$ cat src/rtl/core/ppsc_pkg.sv
// ppsc_pkg: shared types and constants for the pulse pair speed and period capture block
// no dependencies; imported by the interfaces and every module of the block
`timescale 1ns / 1ps

package ppsc_pkg;

	localparam int unsigned TickW = 32;

	localparam logic [TickW-1:0] GAP_TIMEOUT_RST = 32'd700;
	localparam logic [TickW-1:0] SPEED_MAX       = 32'h7FFF_FFFF;

	typedef logic [TickW-1:0] tick_t;

	typedef enum logic [1:0] {
		PH_IDLE   = 2'd0,
		PH_FIRST  = 2'd1,
		PH_SECOND = 2'd2
	} phase_t;

	// one sample word as held in the input stage
	typedef struct packed {
		logic  sensor_level;
		tick_t tick_now;
	} sample_t;

	// one result word
	typedef struct packed {
		logic signed [TickW-1:0] signed_speed;
		tick_t                   swing_period;
	} result_t;

	// tracker status seen by the stage control
	typedef struct packed {
		logic    emit;
		result_t res;
	} trk_status_t;

endpackage

$ cat src/rtl/core/ppsc_chan_if.sv
// ppsc_chan_if: valid/ready channel interfaces for sample words and result words
// depends on ppsc_pkg
`timescale 1ns / 1ps

interface ppsc_sample_if import ppsc_pkg::*; ();
	logic  valid;
	logic  ready;
	logic  sensor_level;
	tick_t tick_now;

	modport source (output valid, output sensor_level, output tick_now, input ready);
	modport sink (input valid, input sensor_level, input tick_now, output ready);
endinterface

interface ppsc_result_if import ppsc_pkg::*; ();
	logic                    valid;
	logic                    ready;
	logic signed [TickW-1:0] signed_speed;
	tick_t                   swing_period;

	modport source (output valid, output signed_speed, output swing_period, input ready);
	modport sink (input valid, input signed_speed, input swing_period, output ready);
endinterface

$ cat src/rtl/core/ppsc_input_stage.sv
// ppsc_input_stage: registers one sample word and holds it until the tracker consumes it
// depends on ppsc_pkg and ppsc_sample_if
`timescale 1ns / 1ps

module ppsc_input_stage import ppsc_pkg::*; (
	input  logic             clk,
	input  logic             arst_n,
	ppsc_sample_if.sink      sample,
	input  logic             advance,
	output logic             valid_s1,
	output sample_t          data_s1
);

	logic load;

	assign sample.ready = !valid_s1 || advance;
	assign load         = sample.valid && sample.ready;

	always_ff @(posedge clk or negedge arst_n) begin
		if (!arst_n) begin
			valid_s1 <= 1'b0;
		end else if (load) begin
			valid_s1 <= 1'b1;
		end else if (advance) begin
			valid_s1 <= 1'b0;
		end
	end

	always_ff @(posedge clk) begin
		if (load) begin
			data_s1.sensor_level <= sample.sensor_level;
			data_s1.tick_now     <= sample.tick_now;
		end
	end

endmodule

$ cat src/rtl/core/ppsc_pair_tracker.sv
// ppsc_pair_tracker: pulse pair state, timeout check, edge handling and result arithmetic
// depends on ppsc_pkg; fed by ppsc_input_stage, drains into ppsc_result_reg
`timescale 1ns / 1ps

module ppsc_pair_tracker import ppsc_pkg::*; (
	input  logic        clk,
	input  logic        arst_n,
	input  logic        cfg_we,
	input  tick_t       cfg_wdata,
	input  logic        valid_s1,
	input  sample_t     data_s1,
	input  logic        advance,
	output trk_status_t status
);

	tick_t  gap_timeout_q;
	logic   last_level_q;
	phase_t phase_q;
	tick_t  last_rise_q;
	tick_t  first_rise_q;
	tick_t  first_width_q;
	tick_t  last_emit_q;

	tick_t  since_rise;
	logic   timed_out;
	phase_t phase_eff;
	logic   level_eff;
	logic   rise;
	logic   fall;
	tick_t  mag;
	tick_t  mag_sat;
	tick_t  speed;

	// timeout is judged before edge detection and clears the remembered level
	assign since_rise = data_s1.tick_now - last_rise_q;
	assign timed_out  = since_rise > gap_timeout_q;
	assign phase_eff  = timed_out ? PH_IDLE : phase_q;
	assign level_eff  = timed_out ? 1'b0 : last_level_q;
	assign rise       = data_s1.sensor_level && !level_eff;
	assign fall       = !data_s1.sensor_level && level_eff;

	// since_rise doubles as the width of the pulse now falling
	assign mag     = data_s1.tick_now - first_rise_q;
	assign mag_sat = mag[TickW-1] ? SPEED_MAX : mag;
	assign speed   = (first_width_q > since_rise) ? (~mag_sat + 1'b1) : mag_sat;

	assign status.emit             = valid_s1 && fall && (phase_eff == PH_SECOND);
	assign status.res.signed_speed = $signed(speed);
	assign status.res.swing_period = data_s1.tick_now - last_emit_q;

	always_ff @(posedge clk or negedge arst_n) begin
		if (!arst_n) begin
			gap_timeout_q <= GAP_TIMEOUT_RST;
			last_level_q  <= 1'b0;
			phase_q       <= PH_IDLE;
			last_rise_q   <= '0;
			first_rise_q  <= '0;
			first_width_q <= '0;
			last_emit_q   <= '0;
		end else begin
			if (cfg_we) begin
				gap_timeout_q <= cfg_wdata;
			end
			if (advance) begin
				last_level_q <= data_s1.sensor_level;
				phase_q      <= phase_eff;
				if (rise) begin
					last_rise_q <= data_s1.tick_now;
					if (phase_eff == PH_FIRST) begin
						phase_q <= PH_SECOND;
					end else begin
						first_rise_q <= data_s1.tick_now;
						phase_q      <= PH_FIRST;
					end
				end else if (fall) begin
					case (phase_eff)
						PH_FIRST: begin
							first_width_q <= since_rise;
						end
						PH_SECOND: begin
							last_emit_q   <= data_s1.tick_now;
							first_rise_q  <= '0;
							first_width_q <= '0;
							phase_q       <= PH_IDLE;
						end
						default: begin
						end
					endcase
				end
			end
		end
	end

	// a result only ever closes a second pulse and returns the pair to idle
	a_emit_idles: assert property (@(posedge clk) disable iff (!arst_n)
		advance && status.emit |=> phase_q == PH_IDLE && last_level_q == 1'b0)
		else $error("emit did not return pair capture to idle");

	// the second phase is only reached from a rising edge
	a_second_on_rise: assert property (@(posedge clk) disable iff (!arst_n)
		advance && phase_q != PH_SECOND && !(phase_eff == PH_FIRST && rise)
		|=> phase_q != PH_SECOND)
		else $error("second phase entered without a rising edge");

	// saturated magnitude never produces the most negative code
	a_speed_range: assert property (@(posedge clk) disable iff (!arst_n)
		status.emit |-> speed != 32'h8000_0000)
		else $error("speed outside saturation range");

endmodule

$ cat src/rtl/core/ppsc_result_reg.sv
// ppsc_result_reg: output register for result words, decouples the tracker from the receiver
// depends on ppsc_pkg and ppsc_result_if
`timescale 1ns / 1ps

module ppsc_result_reg import ppsc_pkg::*; (
	input  logic          clk,
	input  logic          arst_n,
	input  logic          load,
	input  result_t       res,
	output logic          free,
	ppsc_result_if.source result
);

	logic    valid_q;
	result_t res_q;

	assign free                 = !valid_q || result.ready;
	assign result.valid         = valid_q;
	assign result.signed_speed  = res_q.signed_speed;
	assign result.swing_period  = res_q.swing_period;

	always_ff @(posedge clk or negedge arst_n) begin
		if (!arst_n) begin
			valid_q <= 1'b0;
		end else if (load) begin
			valid_q <= 1'b1;
		end else if (result.ready) begin
			valid_q <= 1'b0;
		end
	end

	always_ff @(posedge clk) begin
		if (load) begin
			res_q <= res;
		end
	end

	// a word is never loaded over one the receiver has not taken
	a_no_overwrite: assert property (@(posedge clk) disable iff (!arst_n)
		load |-> free)
		else $error("result word overwritten before it was taken");

	a_load_shows: assert property (@(posedge clk) disable iff (!arst_n)
		load |=> valid_q && res_q == $past(res))
		else $error("loaded result word not presented");

endmodule

$ cat src/rtl/core/pulse_pair_speed_period_capture_core.sv
// pulse_pair_speed_period_capture_core: top level of the pulse pair speed and period capture
// depends on ppsc_pkg, ppsc_chan_if, ppsc_input_stage, ppsc_pair_tracker, ppsc_result_reg
`timescale 1ns / 1ps

// usage
// sample channel: one word per light gate sample (sensor_level, tick_now), valid/ready.
// result channel: one word (signed_speed, swing_period) at the falling edge of the second
// pulse of a pair; most samples produce no word.
// cfg_we / cfg_wdata write gap_timeout (reset value 700); write it only while the block idles.
// throughput: one sample per cycle, except while a sample that would emit waits on a
// stalled receiver. an accepted sample is held in the input register and evaluated against
// the pair state in the following cycle; if the output register is free, its word is loaded
// into it at the end of that cycle and result.valid is driven from the output register.
// in the pair state update, the timeout compare, edge decode and the width compare
// all act on the registered sample and the state registers.
// reset (arst_n low) clears the pair state, the emit timestamp and both channel valid flags.
// receiver stall: the output register holds the word; samples that produce no word keep
// flowing, a sample that would emit waits in the input register and sample.ready drops in
// that same cycle, so nothing is accepted behind it until the held word is taken.

module pulse_pair_speed_period_capture_core import ppsc_pkg::*; (
	input  logic          clk,
	input  logic          arst_n,
	input  logic          cfg_we,
	input  tick_t         cfg_wdata,
	ppsc_sample_if.sink   sample,
	ppsc_result_if.source result
);

	logic        valid_s1;
	sample_t     data_s1;
	logic        advance;
	logic        out_free;
	trk_status_t status;

	assign advance = valid_s1 && (!status.emit || out_free);

	ppsc_input_stage u_input_stage (
		.clk      (clk),
		.arst_n   (arst_n),
		.sample   (sample),
		.advance  (advance),
		.valid_s1 (valid_s1),
		.data_s1  (data_s1)
	);

	ppsc_pair_tracker u_pair_tracker (
		.clk       (clk),
		.arst_n    (arst_n),
		.cfg_we    (cfg_we),
		.cfg_wdata (cfg_wdata),
		.valid_s1  (valid_s1),
		.data_s1   (data_s1),
		.advance   (advance),
		.status    (status)
	);

	ppsc_result_reg u_result_reg (
		.clk    (clk),
		.arst_n (arst_n),
		.load   (advance && status.emit),
		.res    (status.res),
		.free   (out_free),
		.result (result)
	);

endmodule

$ cat src/flat_wrapper.sv
// flat-port wrapper written by rule: the top's interface ports become plain ports
module pulse_pair_speed_period_capture_core_flat import ppsc_pkg::*;
  (clk, arst_n, cfg_we, cfg_wdata, sample_valid, sample_sensor_level, sample_tick_now, sample_ready, result_valid, result_signed_speed, result_swing_period, result_ready);
  ppsc_sample_if sample_i ();
  ppsc_result_if result_i ();
  input  logic clk;
  input  logic arst_n;
  input  logic cfg_we;
  input  tick_t cfg_wdata;
  input wire logic [$bits(sample_i.valid)-1:0] sample_valid;
  input wire logic [$bits(sample_i.sensor_level)-1:0] sample_sensor_level;
  input wire logic [$bits(sample_i.tick_now)-1:0] sample_tick_now;
  output wire logic [$bits(sample_i.ready)-1:0] sample_ready;
  output wire logic [$bits(result_i.valid)-1:0] result_valid;
  output wire logic [$bits(result_i.signed_speed)-1:0] result_signed_speed;
  output wire logic [$bits(result_i.swing_period)-1:0] result_swing_period;
  input wire logic [$bits(result_i.ready)-1:0] result_ready;
  assign sample_i.valid = sample_valid;
  assign sample_i.sensor_level = sample_sensor_level;
  assign sample_i.tick_now = sample_tick_now;
  assign sample_ready = sample_i.ready;
  assign result_valid = result_i.valid;
  assign result_signed_speed = result_i.signed_speed;
  assign result_swing_period = result_i.swing_period;
  assign result_i.ready = result_ready;
  pulse_pair_speed_period_capture_core u_core (.clk(clk), .arst_n(arst_n), .cfg_we(cfg_we), .cfg_wdata(cfg_wdata), .sample(sample_i), .result(result_i));
endmodule
$ cat config.mk
export PLATFORM = sky130hd
export DESIGN_NAME = pulse_pair_speed_period_capture_core_flat
export DESIGN_NICKNAME = d
export VERILOG_FILES = /design/src/rtl/core/ppsc_pkg.sv /design/src/rtl/core/ppsc_chan_if.sv /design/src/rtl/core/ppsc_input_stage.sv /design/src/rtl/core/ppsc_pair_tracker.sv /design/src/rtl/core/ppsc_result_reg.sv /design/src/rtl/core/pulse_pair_speed_period_capture_core.sv /design/src/flat_wrapper.sv
export SDC_FILE = /design/constraint.sdc
export NUM_CORES = 1
export LEC_CHECK = 0
export ABC_AREA = 1
export BUFFER_PORTS_ARGS = -buffer_cell sky130_fd_sc_hd__buf_2
export CORE_ASPECT_RATIO = 0.75
export CORE_MARGIN = 2
export CORE_UTILIZATION = 63
export DETAILED_ROUTE_END_ITERATION = 10
export PLACE_DENSITY = 0.93
export SLEW_MARGIN = 5
export SYNTH_ARGS = -nofsm -noshare
export SYNTH_HDL_FRONTEND = slang
export SYNTH_HIERARCHICAL = 1
export SYNTH_SLANG_ARGS = --single-unit
$ cat constraint.sdc
create_clock -name clk -period 18.7 [get_ports clk]
set_input_delay 1.87 -clock clk [delete_from_list [all_inputs] [get_ports clk]]
set_output_delay 1.87 -clock clk [all_outputs]
set_load 0.005 [all_outputs]
==> load_flow_metrics.sql, run 1 <==
INSERT INTO impl_metrics (metric_group, metric, value, unit) VALUES
('global_routing', 'number_of_antenna_violations_at_the_first_check_in_global_routing', '0', ''),
('final_layout', 'filler_cell_count', '2217', ''),
('worst_setup_path', 'path_common_cell', 'sky130_fd_sc_hd__nand2_1', ''),
('min_path', 'worstHoldPathType', 'reg2reg', ''),
('timing', 'slew_violations', '0', ''),
('power', 'p_comb_share', '57.1', '%'),
('drt', 'drtIter0Drc', '1736', ''),
('worst_setup_path', 'cp_data_arrival_time', '6.62', 'ns'),
('floorplan', 'die_x', '199', 'um'),
('synth', 'mappedNetlistNets', '2532', ''),
('floorplan', 'total_die_area', '30000', 'um2'),
('synth', 'post_synth_inst_count', '2301', ''),
('synth', 'postSynthRegisterBits', '262', ''),
('flow_run', 'drv.max_cap_violation_count', '0', ''),
('floorplan', 'boundaryPins', '136', ''),
('synth', 'synth.yosys.warnings', '6', ''),
('synth', 'postSynth.topFlopCell', 'sky130_fd_sc_hd__dfrtp_1', ''),
('floorplan', 'die_h', '151', 'um'),
('power', 'power.ir.vdd_worst', '0.0000828', 'V'),
('worst_setup_path', 'crit-reg2reg-launch', 'u_core/u_input_stage/data_s1[0]', ''),
('final_layout', 'layout.nets', '2657', ''),
('drt', 'remaining_drc_errors', '0', ''),
('clocking', 'htreeDepth', '1', ''),
('timing', 'max_freq', '0.118', 'GHz'),
('synth', 'number_of_enable_flip_flop_cells_after_synthesis', '97', ''),
('clocking', 'cts-root-to-sink-buffers', '3', ''),
('synth', 'synth_top_cell_by_area', 'sky130_fd_sc_hd__dfrtp_1', ''),
('final_layout', 'drive_gt1_share', '12.0', '%'),
('synth', 'synth-async-reset-ratio', '63.0', '%'),
('global_routing', 'groute.layer.met3.usage', '6.81', '%'),
('synth', 'yosysTopAreaCellShare', '22.0', '%'),
('power', 'netSwitchingPower', '1.56', 'mW'),
('synth', 'postSynthAreaPerCell', '7.85', 'um2'),
('drt', 'detailedRoute.firstPassIterationCount', '6', ''),
('final_layout', 'insertedDiodeCount', '0', ''),
('timing', 'final.setup_skew', '0.0119', 'ns'),
('timing', 'timing.final.hold_violations', '0', ''),
('drt', 'wl_per_cell', '17.3', 'um'),
('worst_setup_path', 'crit_path_max_fanout', '5', ''),
('power', 'pwr_density_cell', '164', 'nW/um2'),
('min_path', 'holdPathStages', '2', ''),
('synth', 'synth_cell_types', '57', ''),
('global_routing', 'grt_pass1_wl', '78300', 'um'),
('clocking', 'cts_buffers', '28', ''),
('floorplan', 'core_area', '28100', 'um2'),
('final_layout', 'layout.cells.most_common', 'sky130_fd_sc_hd__nand2_1', ''),
('worst_setup_path', 'worstSetupStartpoint', 'u_core/u_input_stage/data_s1[0]', ''),
('floorplan', 'initial_utilization', '64.2', '%'),
('clocking', 'num_clock_sinks', '262', ''),
('worst_setup_path', 'crit_path_end_kind', 'output pin', ''),
('final_layout', 'syn_to_final_growth', '10.2', '%'),
('worst_setup_path', 'slowest_stage', 'sky130_fd_sc_hd__a2111oi_0', ''),
('worst_setup_path', 'timing.critical_path.from_type', 'register', ''),
('clocking', 'postCtsHoldBufs', '0', ''),
('global_routing', 'grt-ovfl-total', '0', ''),
('drt', 'avgViaCountPerCell', '5.63', ''),
('placement', 'finalWeightedCongestion', '0.947', ''),
('clocking', 'cts_tree', 'built', ''),
('run_status', 'outcome', 'finished, final reports clean', ''),
('global_routing', 'grt_use_met1', '49.4', '%'),
('drt', 'via_count', '15947', ''),
('global_routing', 'grt_pass1_vias', '15070', ''),
('placement', 'detailed_place_hpwl', '37000', 'um'),
('global_routing', 'total_routing_usage_reported_by_global_routing', '33.4', '%'),
('power', 'fraction_of_power_consumed_by_the_clock_network', '17.0', '%'),
('timing', 'layout_min_cycle_time', '8.49', 'ns'),
('final_layout', 'post_layout_utilization_of_the_core', '70.8', '%'),
('global_routing', 'met2_usage_grt', '49.9', '%'),
('final_layout', 'multi_input_area', '9220', 'um2'),
('synth', 'synthesis.area', '18100', 'um2'),
('final_layout', 'layout.cells.most_common_list', 'sky130_fd_sc_hd__nand2_1 (610), sky130_fd_sc_hd__inv_1 (388), sky130_fd_sc_hd__dfrtp_1 (159), sky130_fd_sc_hd__ha_1 (158), sky130_fd_sc_hd__buf_2 (134)', '');
[power groups by stage]
stage,combinational (mW),sequential [mW],clock [mW]
after floorplan,1.38,0.833,0
after global placement,1.72,0.848,0
after detailed placement,1.80,0.854,0
after CTS,1.83,0.847,0.563
after global routing,2.09,0.863,0.585
final,1.87,0.850,0.556
[worst max-delay path: cells and delay by family (launching register included)]
| kind | cells | cell delay [ns] |
|---|---|---|
| buffers and inverters | 7 | 0.92 |
| xor gates and xnor gates | 1 | 0.28 |
| DFF | 1 | 0.38 |
| AOI/OAI and AO/OA | 7 | 2.04 |
| adders and majority gates | 4 | 1.15 |
| and+or+nand+nor | 13 | 1.27 |
[synthesized netlist by cell type, types with 6 or more instances]
master and instances:
sky130_fd_sc_hd__a211oi_1 8, sky130_fd_sc_hd__a21boi_0 7, sky130_fd_sc_hd__a21o_1 12, sky130_fd_sc_hd__a21oi_1 121, sky130_fd_sc_hd__buf_4 7, sky130_fd_sc_hd__buf_6 9, sky130_fd_sc_hd__clkbuf_1 25, sky130_fd_sc_hd__dfrtp_1 159
sky130_fd_sc_hd__dfstp_2 6, sky130_fd_sc_hd__edfxtp_1 97, sky130_fd_sc_hd__ha_1 158, sky130_fd_sc_hd__inv_1 389, sky130_fd_sc_hd__inv_2 8, sky130_fd_sc_hd__nand2_1 610, sky130_fd_sc_hd__nand2_2 24, sky130_fd_sc_hd__nand3_1 99
sky130_fd_sc_hd__nand4_1 30, sky130_fd_sc_hd__nor2_1 126, sky130_fd_sc_hd__nor2_2 14, sky130_fd_sc_hd__nor3_1 16, sky130_fd_sc_hd__o21a_1 9, sky130_fd_sc_hd__o21ai_0 121, sky130_fd_sc_hd__o21ai_1 23, sky130_fd_sc_hd__o21ai_2 32
sky130_fd_sc_hd__o21bai_1 12, sky130_fd_sc_hd__xnor2_1 33, sky130_fd_sc_hd__xor2_1 67
[state kept, by name (all words and copies together), names as in the netlist]
name,count
u_core/u_pair_tracker/last_level_q,1
u_core/u_result_reg/result.signed_speed,32
u_core/u_pair_tracker/gap_timeout_q,32
u_core/u_pair_tracker/last_rise_q,32
u_core/u_result_reg/result.valid,1
u_core/u_pair_tracker/phase_q,2
u_core/u_input_stage/valid_s1,1
u_core/u_pair_tracker/last_emit_q,32
u_core/u_result_reg/result.swing_period,32
u_core/u_pair_tracker/first_rise_q,32
u_core/u_pair_tracker/first_width_q,32
u_core/u_input_stage/data_s1,33
[layout make-up]
class | count | share of cell area, %
clock buffer | 38 | 4.08
tap | 385 | 2.42
clock inverter | 14 | 0.503
timing repair buffer | 142 | 3.69
inverter | 401 | 7.58
multi-input combinational | 1591 | 46.3
sequential | 262 | 35.4
[layer usage]
layer / part of all wire (%) / wire length [um] / up-vias
met5: 0 / 0 / -
met3: 9.7 / 4740 / 103
met2: 42 / 20500 / 725
met1: 46 / 22400 / 7436
li1: - / - / 7683
met4: 2.7 / 1340 / 0
[per-stage QoR]
| step | worst slack, ns | instances | instance area, um2 | hold WS (ns) | power, mW |
|---|---|---|---|---|---|
| 4_1_cts | 10.33 | 2833 | 19900 | 0.474 | 3.24 |
| 6_report | 10.21 | 2833 | 19900 | 0.472 | 3.27 |
| 3_5_place_dp | 11.06 | 2781 | 19000 | 0.459 | 2.65 |
| 5_1_grt | 9.87 | 2833 | 19900 | 0.498 | 3.54 |
| 2_1_floorplan | 12.46 | 2301 | 18100 | 0.442 | 2.22 |
| 3_3_place_gp | 11.26 | 2781 | 19000 | 0.454 | 2.57 |
[kinds of logic (layout without fill, tap and decap cells)]
group,count (synthesis),in the layout,synth area share [%]
AND/OR/NAND/NOR,951,951,22.4
adder cells (fa/ha/maj),161,161,11.3
buffers and inverters,448,595,9.97
multiplexers,1,1,0.0624
XOR/XNOR,100,100,4.85
flip-flops,262,262,39.0
AO/OA/AOI/OAI,378,378,12.3
[worst paths after layout]
check,to
setup / recovery,sample_ready
setup reg to reg,u_core/u_pair_tracker/first_width_q[16]
hold reg to reg,u_core/u_pair_tracker/first_rise_q[17]
max in group asynchronous,u_core/u_pair_tracker/first_width_q[5]
min in group asynchronous,u_core/u_pair_tracker/first_width_q[29]
hold / removal,u_core/u_pair_tracker/first_rise_q[17]
No activity file was read; power rests on OpenSTA's default activity.
==> inputs of run 2 (changes only) <==
- CORE_UTILIZATION: 63 -> 56
- PLACE_DENSITY: 0.93 -> 0.88
- clock period: 18.7 -> 7.6 ns (I/O delays scaled with it)
==> run 2 against run 1 <==
Against the previous run: clock power increased to 2.6 times the previous value; clock-buffer cell count rose by 1; die area is 12% higher; via count down 0.72%; sequential power up 150%; wire length increased by 0.22%.
==> load_flow_metrics.sql, run 2 (same netlist as run 1, synthesis figures left out) <==
INSERT INTO impl_metrics (metric_group, metric, value, unit) VALUES
('run_status', 'outcome', 'finished, final reports clean', ''),
('final_layout', 'insertedDiodeCount', '0', ''),
('placement', 'finalWeightedCongestion', '0.952', ''),
('worst_setup_path', 'reg2reg_slack', '0.63', 'ns'),
('clocking', 'postCtsSetupBuffers', '0', ''),
('worst_setup_path', 'timing.critical_path.from_type', 'register', ''),
('clocking', 'cts_buffers', '29', ''),
('worst_setup_path', 'critPathKind', 'reg2out', ''),
('final_layout', 'filler_cell_count', '2613', ''),
('worst_setup_path', 'cp_data_arrival_time', '6.48', 'ns'),
('final_layout', 'largest_register', 'u_core/u_input_stage/data_s1', ''),
('floorplan', 'boundaryPins', '136', ''),
('floorplan', 'initial_utilization', '57.3', '%'),
('timing', 'tightestPinTransition', '1.14', 'ns'),
('timing', 'slew_violations', '0', ''),
('worst_setup_path', 'crit_path_max_fanout', '5', ''),
('worst_setup_path', 'crit-reg2reg-launch', 'u_core/u_input_stage/data_s1[0]', ''),
('timing', 'slew-limit-headroom', '24.1', '%'),
('floorplan', 'fp-row-count', '56', ''),
('timing', 'min_period_over_period', '95.3', '%'),
('clocking', 'clk_pin_slew', '0.06', 'ns'),
('global_routing', 'grt_max_degree', '86', ''),
('final_layout', 'final_cell_count_no_fill', '2858', ''),
('power', 'p_leak', '10.1', 'nW'),
('clocking', 'cts-root-to-sink-buffers', '3', ''),
('drt', 'postRouteAntennaNets', '0', ''),
('clocking', 'num_clock_sinks', '262', ''),
('final_layout', 'drive_gt1_share', '12.3', '%'),
('placement', 'placed_cells_incl_taps', '2805', ''),
('drt', 'avgViaCountPerCell', '5.54', ''),
('worst_setup_path', 'worstSetupStartpoint', 'u_core/u_input_stage/data_s1[0]', ''),
('power', 'power.ir.vdd_worst', '0.000214', 'V'),
('worst_setup_path', 'slowest_stage', 'sky130_fd_sc_hd__a2111oi_1', ''),
('floorplan', 'total_die_area', '33700', 'um2'),
('clocking', 'postCtsHoldBufs', '0', ''),
('final_layout', 'post_layout_utilization_of_the_core', '63.5', '%'),
('drt', 'wl_per_cell', '17.2', 'um'),
('power', 'power', '8.16', 'mW'),
('final_layout', 'layout.nets', '2661', ''),
('global_routing', 'total_routing_usage_reported_by_global_routing', '29.4', '%'),
('timing', 'final.hold.worst_slack', '0.199', 'ns'),
('worst_setup_path', 'crit_path_end_kind', 'output pin', ''),
('final_layout', 'layout.cells.most_common', 'sky130_fd_sc_hd__nand2_1', ''),
('clocking', 'cts_tree', 'built', ''),
('clocking', 'worst_skew_pair.late_latency', '0.56', 'ns'),
('worst_setup_path', 'worst_path_largest_cell_delay', '0.66', 'ns'),
('timing', 'max_freq', '0.138', 'GHz'),
('worst_setup_path', 'worstReg2RegEnd', 'u_core/u_pair_tracker/last_emit_q[21]', ''),
('drt', 'via_count', '15832', ''),
('worst_setup_path', 'critical_path.endpoint', 'sample_ready', ''),
('final_layout', 'largest_register_ff_count', '33', ''),
('power', 'pwr_density_cell', '407', 'nW/um2'),
('drt', 'detailedRoute.firstPassIterationCount', '6', ''),
('placement', 'port_buffers', '135', ''),
('global_routing', 'grt-ovfl-total', '0', ''),
('final_layout', 'layout.cells.most_common_list', 'sky130_fd_sc_hd__nand2_1 (610), sky130_fd_sc_hd__inv_1 (388), sky130_fd_sc_hd__dfrtp_1 (159), sky130_fd_sc_hd__ha_1 (158), sky130_fd_sc_hd__buf_2 (134)', ''),
('clocking', 'clk_tree_root_cell', 'sky130_fd_sc_hd__clkbuf_16', ''),
('timing', 'timing.final.hold_violations', '0', ''),
('drt', 'detailed_route_wire_length', '49100', 'um'),
('final_layout', 'syn_to_final_growth', '10.9', '%'),
('drt', 'drtIter0Drc', '1581', ''),
('min_path', 'worstHoldPathType', 'in2async', ''),
('floorplan', 'die_x', '211', 'um'),
('global_routing', 'number_of_antenna_violations_at_the_first_check_in_global_routing', '0', ''),
('floorplan', 'die_h', '159', 'um'),
('global_routing', 'grt_pass1_vias', '15325', ''),
('timing', 'setup_viol', '0', ''),
('drt', 'remaining_drc_errors', '0', ''),
('timing', 'layout_min_cycle_time', '7.24', 'ns'),
('clocking', 'htreeDepth', '1', ''),
('global_routing', 'grt_pass1_wl', '79400', 'um'),
('placement', 'detailed_place_hpwl', '37200', 'um'),
('flow_run', 'drv.max_cap_violation_count', '0', ''),
('floorplan', 'core_area', '31500', 'um2'),
('worst_setup_path', 'wp_data_required', '6.84', 'ns'),
('worst_setup_path', 'rr_worst_depth', '36', ''),
('timing', 'final.setup_skew', '0.0159', 'ns');
-- run 2: through the flow --
stage	setup WS (ns)	TNS [ns]	instance area, um2
after global placement	0.972	0	19000
after floorplan	1.36	0	18100
final	0.359	0	20000
after global routing	-0.0210	-0.0210	20000
after detailed placement	0.718	0	19000
after CTS	0.375	0	20000
-- run 2: what timing repair did --
action | CTS | global route
hold endpoints to repair | 0 | 0
gates resized for setup | 0 | 2
setup endpoints to repair | 0 | 18
-- run 2: per-layer routing --
layer | GRT usage, % | routed length (um) | vias up
met1 | 43.7 | 22800 | 7384
li1 | - | - | 7669
met4 | 8.74 | 1430 | 0
met2 | 43.9 | 20700 | 675
met3 | 4.91 | 4230 | 104
met5 | 0 | 0 | -
-- run 2: cell type report --
type                       count  area [um2]  area share [%]
inverter                     401        1510            7.53
sequential                   262        7050            35.2
timing repair buffer         145         757            3.78
clock inverter                14         165           0.825
tap                          406         508            2.54
clock buffer                  39         816            4.07
multi-input combinational   1591        9220            46.1
-- run 2: how the worst min path moves through the flow --
stage / from / end / slack (ns) / depth (start not counted)
global route: arst_n / u_core/u_pair_tracker/gap_timeout_q[30] / 0.28 / 1
floorplan: u_core/u_pair_tracker/first_rise_q[10] / u_core/u_pair_tracker/first_rise_q[10] / 0.44 / 2
CTS: arst_n / u_core/u_pair_tracker/gap_timeout_q[28] / 0.26 / 1
global placement: u_core/u_pair_tracker/first_rise_q[14] / u_core/u_pair_tracker/first_rise_q[14] / 0.45 / 2
detailed placement: u_core/u_pair_tracker/first_rise_q[20] / u_core/u_pair_tracker/first_rise_q[20] / 0.46 / 2
finish: arst_n / u_core/u_pair_tracker/gap_timeout_q[30] / 0.20 / 1
-- run 2: power by group --
group          internal, mW  switching, mW
clock network         0.857          0.602
logic                  1.56           3.05
registers              1.90          0.196
-- run 2: critical path, delay by kind of cell, from the launching register on --
family / cells / cell delay (ns)
AO/OA/AOI/OAI: 8 / 1.86
XOR/XNOR: 1 / 0.30
buffers and inverters: 7 / 0.91
adder cells (fa/ha/maj): 4 / 1.13
flip-flops: 1 / 0.38
AND/OR/NAND/NOR: 12 / 1.34
==> inputs of run 3 (changes only) <==
--- a/config.mk
+++ b/config.mk
@@ -10,10 +10,9 @@
 export CORE_ASPECT_RATIO = 0.75
 export CORE_MARGIN = 2
-export CORE_UTILIZATION = 56
+export CORE_UTILIZATION = 30
 export DETAILED_ROUTE_END_ITERATION = 10
-export PLACE_DENSITY = 0.88
+export PLACE_DENSITY = 0.57
 export SLEW_MARGIN = 5
 export SYNTH_ARGS = -nofsm -noshare
 export SYNTH_HDL_FRONTEND = slang
-export SYNTH_HIERARCHICAL = 1
 export SYNTH_SLANG_ARGS = --single-unit
==> constraint.sdc (replaced) <==
create_clock -name clk -period 7.6 [get_ports clk]
set_input_delay 0.76 -clock clk [delete_from_list [all_inputs] [get_ports clk]]
set_output_delay 0.76 -clock clk [all_outputs]
set_load 0.01 [all_outputs]
==> run 3 against run 2 <==
Against the previous run: sequential cell count did not move; first-iteration DRC count fell by 33%; combinational power rose by 35%; clock skew rose by 0.0080 ns; non-clock buffer count rose by 5; sequential share of layout area fell by 1.0 points; register-to-register slack improved by 0.02 ns; synthesized cell count rose by 0.43%; total power rose by 22%; worst hold slack improved by 0.035 ns; final area rose by 3.0%; wire length rose by 9.7%; largest cell class unchanged; highest routed layer is now met5.
==> load_flow_metrics.sql, run 3 <==
INSERT INTO impl_metrics (metric_group, metric, value, unit) VALUES
('run_status', 'outcome', 'finished, final reports clean', ''),
('synth', 'synth.cells.most_frequent', 'sky130_fd_sc_hd__nand2_1 (593), sky130_fd_sc_hd__inv_1 (404), sky130_fd_sc_hd__nor2_1 (173)', ''),
('timing', 'rsz0062_at_grt', 'no', ''),
('placement', 'detailed_place_hpwl', '42400', 'um'),
('timing', 'setup_viol', '0', ''),
('drt', 'via_count', '15513', ''),
('synth', 'post_synth_inst_count', '2311', ''),
('synth', 'synth_top_cell_by_area', 'sky130_fd_sc_hd__dfrtp_1', ''),
('global_routing', 'grt_pass1_wl', '85400', 'um'),
('clocking', 'clk_pin_slew', '0.06', 'ns'),
('final_layout', 'layout.nets', '2692', ''),
('worst_setup_path', 'crit_path_max_fanout', '16', ''),
('synth', 'yosysTopAreaCellShare', '22.2', '%'),
('clocking', 'worst_skew_pair.late_latency', '0.60', 'ns'),
('worst_setup_path', 'timing.critical_path.from_type', 'register', ''),
('worst_setup_path', 'critPathKind', 'reg2reg', ''),
('synth', 'sequential_to_total_area_share_from_yosys_stat', '39.3', '%'),
('synth', 'synth_cell_types', '52', ''),
('worst_setup_path', 'worstReg2RegEnd', 'u_core.u_pair_tracker.first_width_q[29]', ''),
('clocking', 'clk_tree_root_cell', 'sky130_fd_sc_hd__clkbuf_16', ''),
('worst_setup_path', 'cp_num_cells', '34', ''),
('floorplan', 'die_h', '216', 'um'),
('worst_setup_path', 'worst_path_largest_cell_delay', '0.41', 'ns'),
('timing', 'max_freq', '0.144', 'GHz'),
('timing', 'timing.final.hold_violations', '0', ''),
('worst_setup_path', 'reg2reg_slack', '0.65', 'ns'),
('timing', 'min_period_over_period', '91.5', '%'),
('drt', 'detailedRoute.firstPassIterationCount', '5', ''),
('worst_setup_path', 'path_common_cell', 'sky130_fd_sc_hd__nand2_1', ''),
('drt', 'postRouteAntennaNets', '0', ''),
('synth', 'synthesis.area', '17900', 'um2'),
('floorplan', 'core_area', '59000', 'um2'),
('clocking', 'num_clock_sinks', '262', ''),
('worst_setup_path', 'cp_data_arrival_time', '7.45', 'ns'),
('power', 'power.ir.vdd_worst', '0.000219', 'V'),
('timing', 'tightestPinTransition', '1.11', 'ns'),
('power', 'p_leak', '10.3', 'nW'),
('synth', 'postSynthAreaPerCell', '7.75', 'um2'),
('power', 'pwr_density_cell', '484', 'nW/um2'),
('clocking', 'cts-root-to-sink-buffers', '3', ''),
('drt', 'wl_per_cell', '16.5', 'um'),
('floorplan', 'total_die_area', '61700', 'um2'),
('clocking', 'postCtsSetupBuffers', '0', ''),
('synth', 'postSynth.topFlopCell', 'sky130_fd_sc_hd__dfrtp_1', ''),
('global_routing', 'number_of_antenna_violations_at_the_first_check_in_global_routing', '1', ''),
('final_layout', 'insertedDiodeCount', '0', ''),
('clocking', 'htreeDepth', '1', ''),
('worst_setup_path', 'timing.critical_path.max_delay_family', 'simple AND/OR/NAND/NOR gates', ''),
('timing', 'slew-limit-headroom', '25.6', '%'),
('final_layout', 'largest_register_ff_count', '33', ''),
('global_routing', 'grt-ovfl-total', '0', ''),
('placement', 'placed_cells_incl_taps', '3210', ''),
('clocking', 'cts_buffers', '31', ''),
('worst_setup_path', 'crit_path_end_kind', 'register', ''),
('final_layout', 'syn_to_final_growth', '15.1', '%'),
('floorplan', 'fp-row-count', '77', ''),
('timing', 'final.setup_skew', '0.0239', 'ns'),
('synth', 'top_count_cell_post_synth', 'sky130_fd_sc_hd__nand2_1', ''),
('worst_setup_path', 'critical_path.n_buffers_inverters', '9', ''),
('synth', 'number_of_enable_flip_flop_cells_after_synthesis', '97', ''),
('drt', 'remaining_drc_errors', '0', ''),
('synth', 'postSynthRegisterBits', '262', ''),
('timing', 'final.hold.worst_slack', '0.235', 'ns'),
('final_layout', 'largest_register', 'u_core.u_input_stage.data_s1', ''),
('floorplan', 'die_x', '286', 'um'),
('floorplan', 'initial_utilization', '30.4', '%'),
('synth', 'mappedNetlistNets', '2548', ''),
('worst_setup_path', 'rr_worst_depth', '34', ''),
('placement', 'port_buffers', '135', ''),
('global_routing', 'grt_pass1_vias', '15299', ''),
('final_layout', 'layout.cells.most_common_list', 'sky130_fd_sc_hd__nand2_1 (593), sky130_fd_sc_hd__inv_1 (403), sky130_fd_sc_hd__nor2_1 (169), sky130_fd_sc_hd__ha_1 (164), sky130_fd_sc_hd__dfrtp_1 (159)', ''),
('synth', 'synth_top_cells_by_area', 'sky130_fd_sc_hd__dfrtp_1 (22%), sky130_fd_sc_hd__edfxtp_1 (16%), sky130_fd_sc_hd__nand2_1 (12%)', ''),
('global_routing', 'grt_max_degree', '94', ''),
('final_layout', 'final_cell_count_no_fill', '3270', ''),
('timing', 'timing.setup.tns', '0', 'ns'),
('synth', 'synth.yosys.warnings', '0', ''),
('min_path', 'worstHoldPathType', 'in2async', ''),
('flow_run', 'drv.max_cap_violation_count', '0', ''),
('worst_setup_path', 'wp_data_required', '8.09', 'ns'),
('placement', 'finalWeightedCongestion', '0.901', ''),
('global_routing', 'total_routing_usage_reported_by_global_routing', '17.4', '%'),
('final_layout', 'drive_gt1_share', '10.9', '%'),
('clocking', 'cts_tree', 'built', ''),
('drt', 'drtIter0Drc', '1054', ''),
('timing', 'slew_violations', '0', ''),
('final_layout', 'layout.cells.most_common', 'sky130_fd_sc_hd__nand2_1', ''),
('floorplan', 'boundaryPins', '136', ''),
('drt', 'detailed_route_wire_length', '53900', 'um'),
('drt', 'avgViaCountPerCell', '4.74', ''),
('synth', 'synth-async-reset-ratio', '63.0', '%'),
('worst_setup_path', 'crit-reg2reg-launch', 'u_core.u_input_stage.data_s1[0]', ''),
('timing', 'layout_min_cycle_time', '6.95', 'ns'),
('worst_setup_path', 'slowest_stage', 'sky130_fd_sc_hd__edfxtp_1', '');
==> run 3: changes by cell type in the layout (fill, tap and decap cells not counted), moves of 8 or more <==
cell                      delta
sky130_fd_sc_hd__o22ai_1    +28
sky130_fd_sc_hd__nor2_1     +44
sky130_fd_sc_hd__a21oi_1    +27
sky130_fd_sc_hd__inv_1      +15
sky130_fd_sc_hd__xor2_1      -8
sky130_fd_sc_hd__o21ai_0    +26
sky130_fd_sc_hd__nand3_1    -27
sky130_fd_sc_hd__nand2_1    -17
sky130_fd_sc_hd__nand2_2    -13
sky130_fd_sc_hd__o21ai_1    -20
sky130_fd_sc_hd__o21ai_2    -32
==> run 3: worst max-delay path by stage <==
stage                                                      end                       startpoint
floorplan           u_core.u_result_reg.result.signed_speed[0]  u_core.u_input_stage.data_s1[0]
global route           u_core.u_pair_tracker.first_width_q[29]  u_core.u_input_stage.data_s1[0]
global placement       u_core.u_pair_tracker.first_width_q[28]  u_core.u_input_stage.data_s1[2]
detailed placement      u_core.u_pair_tracker.first_width_q[4]  u_core.u_input_stage.data_s1[0]
CTS                    u_core.u_pair_tracker.first_width_q[29]  u_core.u_input_stage.data_s1[2]
finish                 u_core.u_pair_tracker.first_width_q[29]  u_core.u_input_stage.data_s1[0]
==> run 3: repair_timing <==
| action | in CTS | in global routing |
|---|---|---|
| resized for setup | 0 | 7 |
| endpoints found under the setup margin | 0 | 31 |
| hold buffers | 0 | 0 |
==> run 3: where the power goes <==
part / switching, mW / internal (mW) / leakage, nW
Sequential: 0.156 / 2.06 / 2.85
Clock: 0.644 / 0.907 / 0.512
Combinational: 4.13 / 2.09 / 6.93
==> run 3: cells by family (layout without fill, tap and decap cells) <==
| family | Yosys count | count (layout) | share of synthesized area, % |
|---|---|---|---|
| AO/OA/AOI/OAI | 394 | 394 | 12.2 |
| XOR/XNOR | 86 | 86 | 4.20 |
| adder cells (fa/ha/maj) | 167 | 167 | 11.8 |
| buffers and inverters | 451 | 620 | 9.73 |
| flip-flops | 262 | 262 | 39.3 |
| multiplexers | 2 | 2 | 0.126 |
| AND/OR/NAND/NOR | 949 | 949 | 22.6 |
==> run 3: layout make-up <==
cell class	count	area (um2)
Multi-Input combinational cell	1598	9180
Clock buffer	42	868
Timing Repair Buffer	150	807
Sequential cell	262	7050
Inverter	410	1540
Clock inverter	16	181
Fill cell	6275	38300
Timing Repair inverter	2	12.5
Tap cell	790	988
==> run 3: worst reg2reg max path: cells and delay by family, from the launching register on <==
family                   cells  cell delay (ns)
flip-flops                   1             0.41
AND/OR/NAND/NOR             14             2.35
XOR/XNOR                     1             0.27
AO/OA/AOI/OAI                6             1.34
buffers and inverters        9             1.40
adder cells (fa/ha/maj)      4             1.10
==> run 3: through the flow <==
step,util (%),cell area [um2],setup WS (ns),power [mW]
global route,35.0,20600,0.0102,11.0
global placement,33.1,19500,0.664,8.32
finish,35.0,20600,0.647,9.99
floorplan,-,17900,0.772,6.77
CTS,34.9,20600,0.386,10.0
detailed placement,33.1,19500,0.446,8.42
==> run 3: layer usage <==
metal / routed length, um / vias to the layer above / GRT usage [%]
met1: 27000 / 7309 / 25.5
met4: 1020 / 2 / 3.42
met3: 3000 / 64 / 3.02
met2: 22900 / 356 / 26.8
met5: 13 / - / 0
li1: - / 7782 / -
